$ cat src/design/rtrd_pkg.sv
// ----------------------------------------------------------------------------
// rtrd_pkg
// Shared types and constants for the transparent-run decoder.
// ----------------------------------------------------------------------------
`default_nettype none

package rtrd_pkg;

  localparam int PIX_W = 8;   // pixel value
  localparam int IDX_W = 16;  // pixel position in the image
  localparam int POS_W = 17;  // pixel count, holds the full 65536
  localparam int CNT_W = 7;   // pixels per command, up to 64
  localparam int CFG_AW = 2;  // APB byte address
  localparam int CFG_DW = 32; // APB data

  localparam logic [PIX_W-1:0]  LITERAL_MAX = 8'd128;
  localparam logic [POS_W-1:0]  LIMIT_CAP   = 17'h10000;
  localparam logic [CFG_AW-1:0] ADDR_OUTPUT_LIMIT = 2'd0;

  // One unit of work for the back end: count pixels of one value at
  // consecutive positions starting at index; the final one carries tlast.
  typedef struct packed {
    logic [PIX_W-1:0] value;
    logic [IDX_W-1:0] index;
    logic [CNT_W-1:0] count;
  } cmd_t;

endpackage

`default_nettype wire

$ cat src/design/rle_transparent_run_decoder.sv
// ----------------------------------------------------------------------------
// rle_transparent_run_decoder
// Run-length decoder for literal and transparent zero runs.
// ----------------------------------------------------------------------------
// Each input item is one byte of the compressed stream, tuser marking the
// first count byte of an image. The input takes one item per cycle while the
// command queue (QUEUE_DEPTH entries) has space. Count bytes and dropped
// bytes produce nothing; a literal byte produces one pixel; a run byte
// produces up to MAX_RUN_PER_BEAT zero pixels. The output side emits one
// pixel per cycle while out_tready holds, so a run byte holds the output
// until all its pixels are out, and the input stalls once the queue fills
// behind it. Pixels past output_limit (at most 65536 per image) are dropped.
// ----------------------------------------------------------------------------
`default_nettype none

module rle_transparent_run_decoder #(
  parameter int MAX_RUN_PER_BEAT = 64,
  parameter int QUEUE_DEPTH      = 4
) (
  input  wire                           clk,
  input  wire                           rst_n,
  input  wire                           in_tvalid,
  output logic                          in_tready,
  input  wire  [7:0]                    in_tdata,   // [7:0] data_byte
  input  wire                           in_tuser,   // [0] frame_start
  output logic                          out_tvalid,
  input  wire                           out_tready,
  output logic [23:0]                   out_tdata,  // [7:0] pixel_value, [23:8] pixel_index
  output logic                          out_tlast,  // last_of_run
  input  wire                           cfg_psel,
  input  wire                           cfg_penable,
  input  wire                           cfg_pwrite,
  input  wire  [rtrd_pkg::CFG_AW-1:0]   cfg_paddr,
  input  wire  [rtrd_pkg::CFG_DW-1:0]   cfg_pwdata,
  output logic [rtrd_pkg::CFG_DW-1:0]   cfg_prdata,
  output logic                          cfg_pready
);
  import rtrd_pkg::*;

  logic [POS_W-1:0] output_limit_r, output_limit_nxt;
  logic             cfg_wr;

  logic             q_full;
  logic             q_push;
  cmd_t             q_push_cmd;
  logic             q_pop;
  logic             q_valid;
  cmd_t             q_head;

  assign cfg_pready = 1'b1;
  assign cfg_wr     = cfg_psel && cfg_penable && cfg_pwrite && cfg_pready
                      && (cfg_paddr == ADDR_OUTPUT_LIMIT);

  always_comb begin
    output_limit_nxt = cfg_wr ? cfg_pwdata[POS_W-1:0] : output_limit_r;
    cfg_prdata       = '0;
    if (cfg_paddr == ADDR_OUTPUT_LIMIT) begin
      cfg_prdata = {{(CFG_DW-POS_W){1'b0}}, output_limit_r};
    end
  end

  always_ff @(posedge clk) begin
    if (!rst_n) begin
      output_limit_r <= LIMIT_CAP;
    end else begin
      output_limit_r <= output_limit_nxt;
    end
  end

  rtrd_front #(
    .MAX_RUN_PER_BEAT(MAX_RUN_PER_BEAT)
  ) u_front (
    .clk          (clk),
    .rst_n        (rst_n),
    .in_tvalid    (in_tvalid),
    .in_tready    (in_tready),
    .in_tdata     (in_tdata),
    .in_tuser     (in_tuser),
    .output_limit (output_limit_r),
    .q_full       (q_full),
    .q_push       (q_push),
    .q_cmd        (q_push_cmd)
  );

  rtrd_queue #(
    .DEPTH(QUEUE_DEPTH)
  ) u_queue (
    .clk        (clk),
    .rst_n      (rst_n),
    .push       (q_push),
    .push_cmd   (q_push_cmd),
    .full       (q_full),
    .pop        (q_pop),
    .head_valid (q_valid),
    .head_cmd   (q_head)
  );

  rtrd_back u_back (
    .clk        (clk),
    .rst_n      (rst_n),
    .q_valid    (q_valid),
    .q_cmd      (q_head),
    .q_pop      (q_pop),
    .out_tvalid (out_tvalid),
    .out_tready (out_tready),
    .out_tdata  (out_tdata),
    .out_tlast  (out_tlast)
  );

endmodule

`default_nettype wire

$ cat src/design/rtrd_front.sv
// ----------------------------------------------------------------------------
// rtrd_front
// Accepts stream bytes, tracks literal and pixel counts, and issues one
// command per byte that produces pixels.
// ----------------------------------------------------------------------------
`default_nettype none

module rtrd_front #(
  parameter int MAX_RUN_PER_BEAT = 64
) (
  input  wire                          clk,
  input  wire                          rst_n,
  input  wire                          in_tvalid,
  output logic                         in_tready,
  input  wire  [rtrd_pkg::PIX_W-1:0]   in_tdata,   // [7:0] data_byte
  input  wire                          in_tuser,   // [0] frame_start
  input  wire  [rtrd_pkg::POS_W-1:0]   output_limit,
  input  wire                          q_full,
  output logic                         q_push,
  output rtrd_pkg::cmd_t               q_cmd
);
  import rtrd_pkg::*;

  localparam logic [CNT_W-1:0] MAX_EMIT = CNT_W'(MAX_RUN_PER_BEAT);

  logic [PIX_W-1:0] literals_left_r, literals_left_nxt;
  logic [POS_W-1:0] pixels_out_r, pixels_out_nxt;

  logic             accept;
  logic [POS_W-1:0] limit_eff;
  logic [POS_W-1:0] po;
  logic [PIX_W-1:0] ll;
  logic [POS_W-1:0] room;
  logic [CNT_W-1:0] run;
  logic [CNT_W-1:0] run_clip;
  logic [CNT_W-1:0] emit;
  logic [POS_W-1:0] first;

  assign in_tready = !q_full;
  assign accept    = in_tvalid && in_tready;

  always_comb begin
    limit_eff = output_limit[POS_W-1] ? LIMIT_CAP : output_limit;
    po        = in_tuser ? '0 : pixels_out_r;
    ll        = in_tuser ? '0 : literals_left_r;
    room      = (po < limit_eff) ? (limit_eff - po) : '0;
    run       = CNT_W'(in_tdata - LITERAL_MAX);
    run_clip  = ({{(POS_W-CNT_W){1'b0}}, run} > room) ? room[CNT_W-1:0] : run;
    emit      = (run_clip > MAX_EMIT) ? MAX_EMIT : run_clip;
    // leading pixels of a long run are skipped but keep their positions
    first     = po + POS_W'(run_clip) - POS_W'(emit);

    literals_left_nxt = literals_left_r;
    pixels_out_nxt    = pixels_out_r;
    q_push            = 1'b0;
    q_cmd.value       = in_tdata;
    q_cmd.index       = po[IDX_W-1:0];
    q_cmd.count       = CNT_W'(1);

    if (accept) begin
      literals_left_nxt = ll;
      pixels_out_nxt    = po;
      if (ll != '0) begin
        literals_left_nxt = ll - PIX_W'(1);
        if (room != '0) begin
          q_push         = 1'b1;
          pixels_out_nxt = po + POS_W'(1);
        end
      end else if (in_tdata <= LITERAL_MAX) begin
        literals_left_nxt = in_tdata;
      end else if (run_clip != '0) begin
        q_push         = 1'b1;
        q_cmd.value    = '0;
        q_cmd.index    = first[IDX_W-1:0];
        q_cmd.count    = emit;
        pixels_out_nxt = po + POS_W'(run_clip);
      end
    end
  end

  always_ff @(posedge clk) begin
    if (!rst_n) begin
      literals_left_r <= '0;
      pixels_out_r    <= '0;
    end else begin
      literals_left_r <= literals_left_nxt;
      pixels_out_r    <= pixels_out_nxt;
    end
  end

endmodule

`default_nettype wire

$ cat src/design/rtrd_queue.sv
// ----------------------------------------------------------------------------
// rtrd_queue
// Short command queue between the front and back ends.
// ----------------------------------------------------------------------------
`default_nettype none

module rtrd_queue #(
  parameter int DEPTH = 4
) (
  input  wire                clk,
  input  wire                rst_n,
  input  wire                push,
  input  rtrd_pkg::cmd_t     push_cmd,
  output logic               full,
  input  wire                pop,
  output logic               head_valid,
  output rtrd_pkg::cmd_t     head_cmd
);
  import rtrd_pkg::*;

  localparam int PW = (DEPTH > 1) ? $clog2(DEPTH) : 1;
  localparam int CW = $clog2(DEPTH + 1);

  cmd_t            mem_r [DEPTH];
  logic [PW-1:0]   wr_ptr_r, wr_ptr_nxt;
  logic [PW-1:0]   rd_ptr_r, rd_ptr_nxt;
  logic [CW-1:0]   cnt_r, cnt_nxt;
  logic            do_push;
  logic            do_pop;

  assign full       = (cnt_r == CW'(DEPTH));
  assign head_valid = (cnt_r != '0);
  assign head_cmd   = mem_r[rd_ptr_r];
  assign do_push    = push && !full;
  assign do_pop     = pop && head_valid;

  always_comb begin
    wr_ptr_nxt = wr_ptr_r;
    rd_ptr_nxt = rd_ptr_r;
    if (do_push) begin
      wr_ptr_nxt = (wr_ptr_r == PW'(DEPTH - 1)) ? '0 : wr_ptr_r + PW'(1);
    end
    if (do_pop) begin
      rd_ptr_nxt = (rd_ptr_r == PW'(DEPTH - 1)) ? '0 : rd_ptr_r + PW'(1);
    end
    cnt_nxt = cnt_r + CW'(do_push) - CW'(do_pop);
  end

  always_ff @(posedge clk) begin
    if (!rst_n) begin
      wr_ptr_r <= '0;
      rd_ptr_r <= '0;
      cnt_r    <= '0;
    end else begin
      wr_ptr_r <= wr_ptr_nxt;
      rd_ptr_r <= rd_ptr_nxt;
      cnt_r    <= cnt_nxt;
    end
  end

  always_ff @(posedge clk) begin
    if (do_push) begin
      mem_r[wr_ptr_r] <= push_cmd;
    end
  end

  a_no_push_when_full: assert property (@(posedge clk) disable iff (!rst_n)
    full |-> !push)
    else $error("command pushed into a full queue");

  a_count_in_range: assert property (@(posedge clk) disable iff (!rst_n)
    cnt_r <= CW'(DEPTH))
    else $error("queue count beyond depth");

  a_pop_needs_entry: assert property (@(posedge clk) disable iff (!rst_n)
    pop |-> head_valid)
    else $error("pop from an empty queue");

endmodule

`default_nettype wire

$ cat src/design/rtrd_back.sv
// ----------------------------------------------------------------------------
// rtrd_back
// Expands commands into pixels, one per cycle unless out_tready stalls it,
// through a registered output.
`default_nettype none

module rtrd_back (
  input  wire                          clk,
  input  wire                          rst_n,
  input  wire                          q_valid,
  input  rtrd_pkg::cmd_t               q_cmd,
  output logic                         q_pop,
  output logic                         out_tvalid,
  input  wire                          out_tready,
  output logic [23:0]                  out_tdata,  // [7:0] pixel_value, [23:8] pixel_index
  output logic                         out_tlast   // last_of_run
);
  import rtrd_pkg::*;

  logic             cur_valid_r, cur_valid_nxt;
  logic [PIX_W-1:0] cur_value_r, cur_value_nxt;
  logic [IDX_W-1:0] cur_index_r, cur_index_nxt;
  logic [CNT_W-1:0] cur_left_r, cur_left_nxt;

  logic             out_valid_r, out_valid_nxt;
  logic [PIX_W-1:0] out_value_r;
  logic [IDX_W-1:0] out_index_r;
  logic             out_last_r;

  logic             load_out;
  logic             finishing;

  assign load_out  = cur_valid_r && (!out_valid_r || out_tready);
  assign finishing = load_out && (cur_left_r == CNT_W'(1));
  assign q_pop     = q_valid && (!cur_valid_r || finishing);

  always_comb begin
    cur_valid_nxt = cur_valid_r;
    cur_value_nxt = cur_value_r;
    cur_index_nxt = cur_index_r;
    cur_left_nxt  = cur_left_r;
    if (q_pop) begin
      cur_valid_nxt = 1'b1;
      cur_value_nxt = q_cmd.value;
      cur_index_nxt = q_cmd.index;
      cur_left_nxt  = q_cmd.count;
    end else if (load_out) begin
      // advance to the next position of the run
      cur_valid_nxt = !finishing;
      cur_index_nxt = cur_index_r + IDX_W'(1);
      cur_left_nxt  = cur_left_r - CNT_W'(1);
    end

    out_valid_nxt = out_valid_r;
    if (load_out) begin
      out_valid_nxt = 1'b1;
    end else if (out_tready) begin
      out_valid_nxt = 1'b0;
    end
  end

  always_ff @(posedge clk) begin
    if (!rst_n) begin
      cur_valid_r <= 1'b0;
      out_valid_r <= 1'b0;
    end else begin
      cur_valid_r <= cur_valid_nxt;
      out_valid_r <= out_valid_nxt;
    end
  end

  always_ff @(posedge clk) begin
    cur_value_r <= cur_value_nxt;
    cur_index_r <= cur_index_nxt;
    cur_left_r  <= cur_left_nxt;
    if (load_out) begin
      out_value_r <= cur_value_r;
      out_index_r <= cur_index_r;
      out_last_r  <= (cur_left_r == CNT_W'(1));
    end
  end

  assign out_tvalid = out_valid_r;
  assign out_tdata  = {out_index_r, out_value_r};
  assign out_tlast  = out_last_r;

  a_active_has_pixels: assert property (@(posedge clk) disable iff (!rst_n)
    cur_valid_r |-> (cur_left_r != '0))
    else $error("active command with no pixels left");

  a_mid_run_continues: assert property (@(posedge clk) disable iff (!rst_n)
    (out_valid_r && !out_last_r) |-> cur_valid_r)
    else $error("run ended without a marked last pixel");

  a_next_index_follows: assert property (@(posedge clk) disable iff (!rst_n)
    (load_out && !finishing) |=> (cur_index_r == out_index_r + IDX_W'(1)))
    else $error("run positions not consecutive");

endmodule

`default_nettype wire
$ cat config.mk
export PLATFORM = sky130hd
export DESIGN_NAME = rle_transparent_run_decoder
export DESIGN_NICKNAME = d
export VERILOG_FILES = /design/src/design/rtrd_pkg.sv /design/src/design/rle_transparent_run_decoder.sv /design/src/design/rtrd_front.sv /design/src/design/rtrd_queue.sv /design/src/design/rtrd_back.sv
export SDC_FILE = /design/constraint.sdc
export NUM_CORES = 1
export LEC_CHECK = 0
export BUFFER_PORTS_ARGS = -buffer_cell sky130_fd_sc_hd__buf_4
export CAP_MARGIN = 25
export CORE_MARGIN = 2
export CORE_UTILIZATION = 35
export DETAILED_ROUTE_END_ITERATION = 10
export GPL_ROUTABILITY_DRIVEN = 1
export HOLD_SLACK_MARGIN = 0.03
export SYNTH_ARGS = -nofsm -noshare
export SYNTH_HDL_FRONTEND = slang
export SYNTH_HIERARCHICAL = 1
export SYNTH_SLANG_ARGS = --single-unit
$ cat constraint.sdc
create_clock -name clk -period 21.7 [get_ports clk]
set_input_delay 4.34 -clock clk [delete_from_list [all_inputs] [get_ports clk]]
set_output_delay 4.34 -clock clk [all_outputs]
set_load 0.02 [all_outputs]
==> flow_summary_export.csv <==
group,metric,value,unit
setup_path,crit_slowest_cell,"inv_1",
timing,fin_setup_tns,0,ps
clocking,clock-sinks,233,
cells_and_area,nFillCells,3544,
synthesis,ys_seq_elements,233,
setup_path,crit_family,"compound AO/OA/AOI/OAI gates",
run_status,run_status,"finished, final reports clean",
timing,finalSetupViolCount,0,
drt,wl,30500,µm
global_route,track_usage,15.6,%
clocking,cts.clk_slew.worst_paths,60,ps
clocking,ctsRootBufferMaster,"clkbuf_16",
global_route,grt-ovfl-total,0,
floorplanning,ioPinCount,110,
floorplanning,initial_core_util,35.7,%
floorplanning,rows,70,
placed_design,gp_congestion,0.861,
pwr,power_density,130,nW/µm²
synthesis,ys_seq_area_share,49.3,%
synthesis,ys_warn_count,6,
cells_and_area,drive_gt1_share,16.8,%
floorplanning,core-area,36800,µm²
synthesis,synth_top_cell_by_area,"edfxtp_1",
global_route,grt_pass1_wl,48200,µm
clocking,cts_buffers,25,
placed_design,place_hpwl,21700,µm
placed_design,placedInstanceArea,14000,µm²
drt,ant_nets,0,
timing,slew_viol_final,0,
setup_path,critPathMaxFanout,29,
floorplanning,die_h,198,µm
synthesis,netlist_area,13100,µm²
clocking,post_cts_buffers,0,
timing,min_period_over_period,57.5,%
drt,wl_met2,13900,µm
drt,drt-pass1-iter-count,5,
timing,worstMarginPinSlew,979,ps
synthesis,synth_edf_count,180,
floorplanning,fp.dieW,198,µm
synthesis,synth_area_leaders,"edfxtp_1 41%, dfxtp_1 8.1%, mux4_2 5.1%, ha_1 4.7%, nand2_1 3.7%",
timing,max_slew_margin,34.5,%
cells_and_area,n_antenna_cell,0,
drt,wl_met1,14200,µm
drt,vias,9078,
timing,clock.fmax,80.2,MHz
setup_path,critPathMaxStageDelay,590,ps
setup_path,start_kind,"input pin",
synthesis,syn_inst,1159,
clocking,cts_tree,"done",
drt,routed.top_layer,"met4",
placed_design,io_buffers,78,
synthesis,async_flop_share,0,%
synthesis,syn_avg_cell_area,11.3,µm²
cells_and_area,final_cells,1711,
cells_and_area,fin_nets,1328,
setup_path,worst-path-buf-inv,2,
worst_hold_path,hold_class,"reg -> reg",
clocking,h-tree-depth,1,
pwr,p_leak,5.54,nW
setup_path,path_class,"in -> reg",
clocking,ctsHoldBuffers,0,
timing,fin_crit,12470,ps
drt,initialDrtViolationCount,752,
pwr,peakVddDrop,0.0671,mV
synthesis,ys_top_cells_by_count,"180 x edfxtp_1, 128 x nand2_1, 69 x nor2_1, 53 x dfxtp_1, 49 x ha_1",
setup_path,required,21980,ps
drt,viasPerCell,5.31,
global_route,grt_max_degree,59,
clocking,clk_path_buf_depth,3,
cells_and_area,design_area,14900,µm²
global_route,grt_pass1_vias,8876,
drt,dr_wl_met3,1600,µm
floorplanning,die-area,39100,µm²
placed_design,placed_cells,1666,
synthesis,synthMostInstantiatedCell,"edfxtp_1",
setup_path,crit_arrival,12750,ps
global_route,antenna_found_initial,0,
timing,finalHoldViolCount,0,
synthesis,synthDistinctLibCells,96,
setup_path,end_kind,"register",
synthesis,ys.flop_type,"edfxtp_1",
cells_and_area,synthToLayoutAreaGrowth,13.4,%
clocking,clock_latency,540,ps
job,maxCapViolations,0,
drt,wl_per_cell,17.9,µm
clocking,cts.repair.resized,0,
timing,clock_skew,9.92,ps
setup_path,cpMostUsedCell,"ha_1",
drt,route.detailed.drc,0,
timing,grt_setup_unrepaired,"no",
synthesis,synth_top_area_share,41.2,%
state kept, by name, summed over array words and instances (netlist names), 8 cells and up, named ones only:
register                 cells
u_back/out_value_r           8
u_back/cur_value_r           8
u_back/out_index_r          16
u_back/cur_index_r          16
u_front/pixels_out_r        17
u_front/literals_left_r      8
u_queue/mem_r              124
output_limit_r              17
power breakdown:
| part | internal [mW] | total [mW] | switching [mW] |
|---|---|---|---|
| Sequential | 0.648 | 0.709 | 0.0610 |
| Clock | 0.261 | 0.435 | 0.174 |
| Combinational | 0.337 | 0.785 | 0.448 |
routing by layer:
| metal | up-vias | GRT usage, % |
|---|---|---|
| met5 | - | 0 |
| met4 | 0 | 4.82 |
| met3 | 55 | 2.19 |
| met2 | 249 | 25.7 |
| met1 | 4390 | 21.4 |
| li1 | 4384 | - |
cell type report:
cell class / count / area, µm² / share of cell area [%]
Tap cell: 468 / 586 / 3.93
Clock buffer: 31 / 648 / 4.35
Multi-Input combinational cell: 831 / 6150 / 41.3
Timing Repair Buffer: 88 / 668 / 4.49
Sequential cell: 233 / 6470 / 43.5
Inverter: 46 / 173 / 1.16
Clock inverter: 14 / 189 / 1.27
metrics by stage:
stage,utilization [%],hold slack [ps],setup slack [ps],power (mW)
after floorplan,-,400,10540,1.31
after global placement,38.2,404,8880,1.49
final,40.5,421,9230,1.93
after detailed placement,38.2,410,8750,1.51
after CTS,40.5,424,9320,1.95
after global routing,40.5,434,8630,2.05
placed cells by master, fill, tap and decap left out, types with 6 or more instances in the layout:
cell type / n
a211oi_1: 11
o211ai_1: 7
buf_4: 87
mux2_4: 16
a21o_1: 14
nand2_1: 128
xnor2_1: 31
a31oi_1: 10
nor3_1: 23
o31ai_1: 6
inv_1: 46
mux2_2: 6
o21ai_0: 47
nor2_1: 69
o21a_1: 8
o21ai_1: 6
nand2b_1: 11
nand3_1: 38
and2_1: 36
xor2_1: 22
conb_1: 16
and3_1: 11
clkbuf_1: 6
a21oi_1: 48
dfxtp_1: 51
clkbuf_16: 25
edfxtp_1: 180
o22ai_1: 8
nor2b_1: 34
mux4_2: 30
nand4_1: 9
nor4_1: 10
or3_1: 6
mux2i_1: 31
ha_1: 49
final timing paths:
check / end / startpoint / slack [ps] / cells after the start
max reg2reg: u_queue/mem_r[1][22]$_DFFE_PP_ / u_front/pixels_out_r[9]$_SDFFE_PN0P_ / 13260 / 32
min: u_back/out_value_r[5]$_DFFE_PP_ / u_back/cur_value_r[5]$_DFFE_PP_ / 420 / 0
max: u_queue/mem_r[1][22]$_DFFE_PP_ / in_tuser / 9230 / 33
min reg2reg: u_back/out_value_r[5]$_DFFE_PP_ / u_back/cur_value_r[5]$_DFFE_PP_ / 420 / 0
cell families after synthesis:
kind of cell | Yosys count | share of synthesized area [%]
flip-flops | 233 | 49.3
XOR/XNOR | 53 | 3.54
AO/OA/AOI/OAI | 219 | 11.8
multiplexers | 85 | 10.1
AND/OR/NAND/NOR | 405 | 15.7
adder cells (fa/ha/maj) | 53 | 5.28
other | 2 | 0.0572
buffers and inverters | 109 | 4.28
No activity file was read; power rests on OpenSTA's default activity.
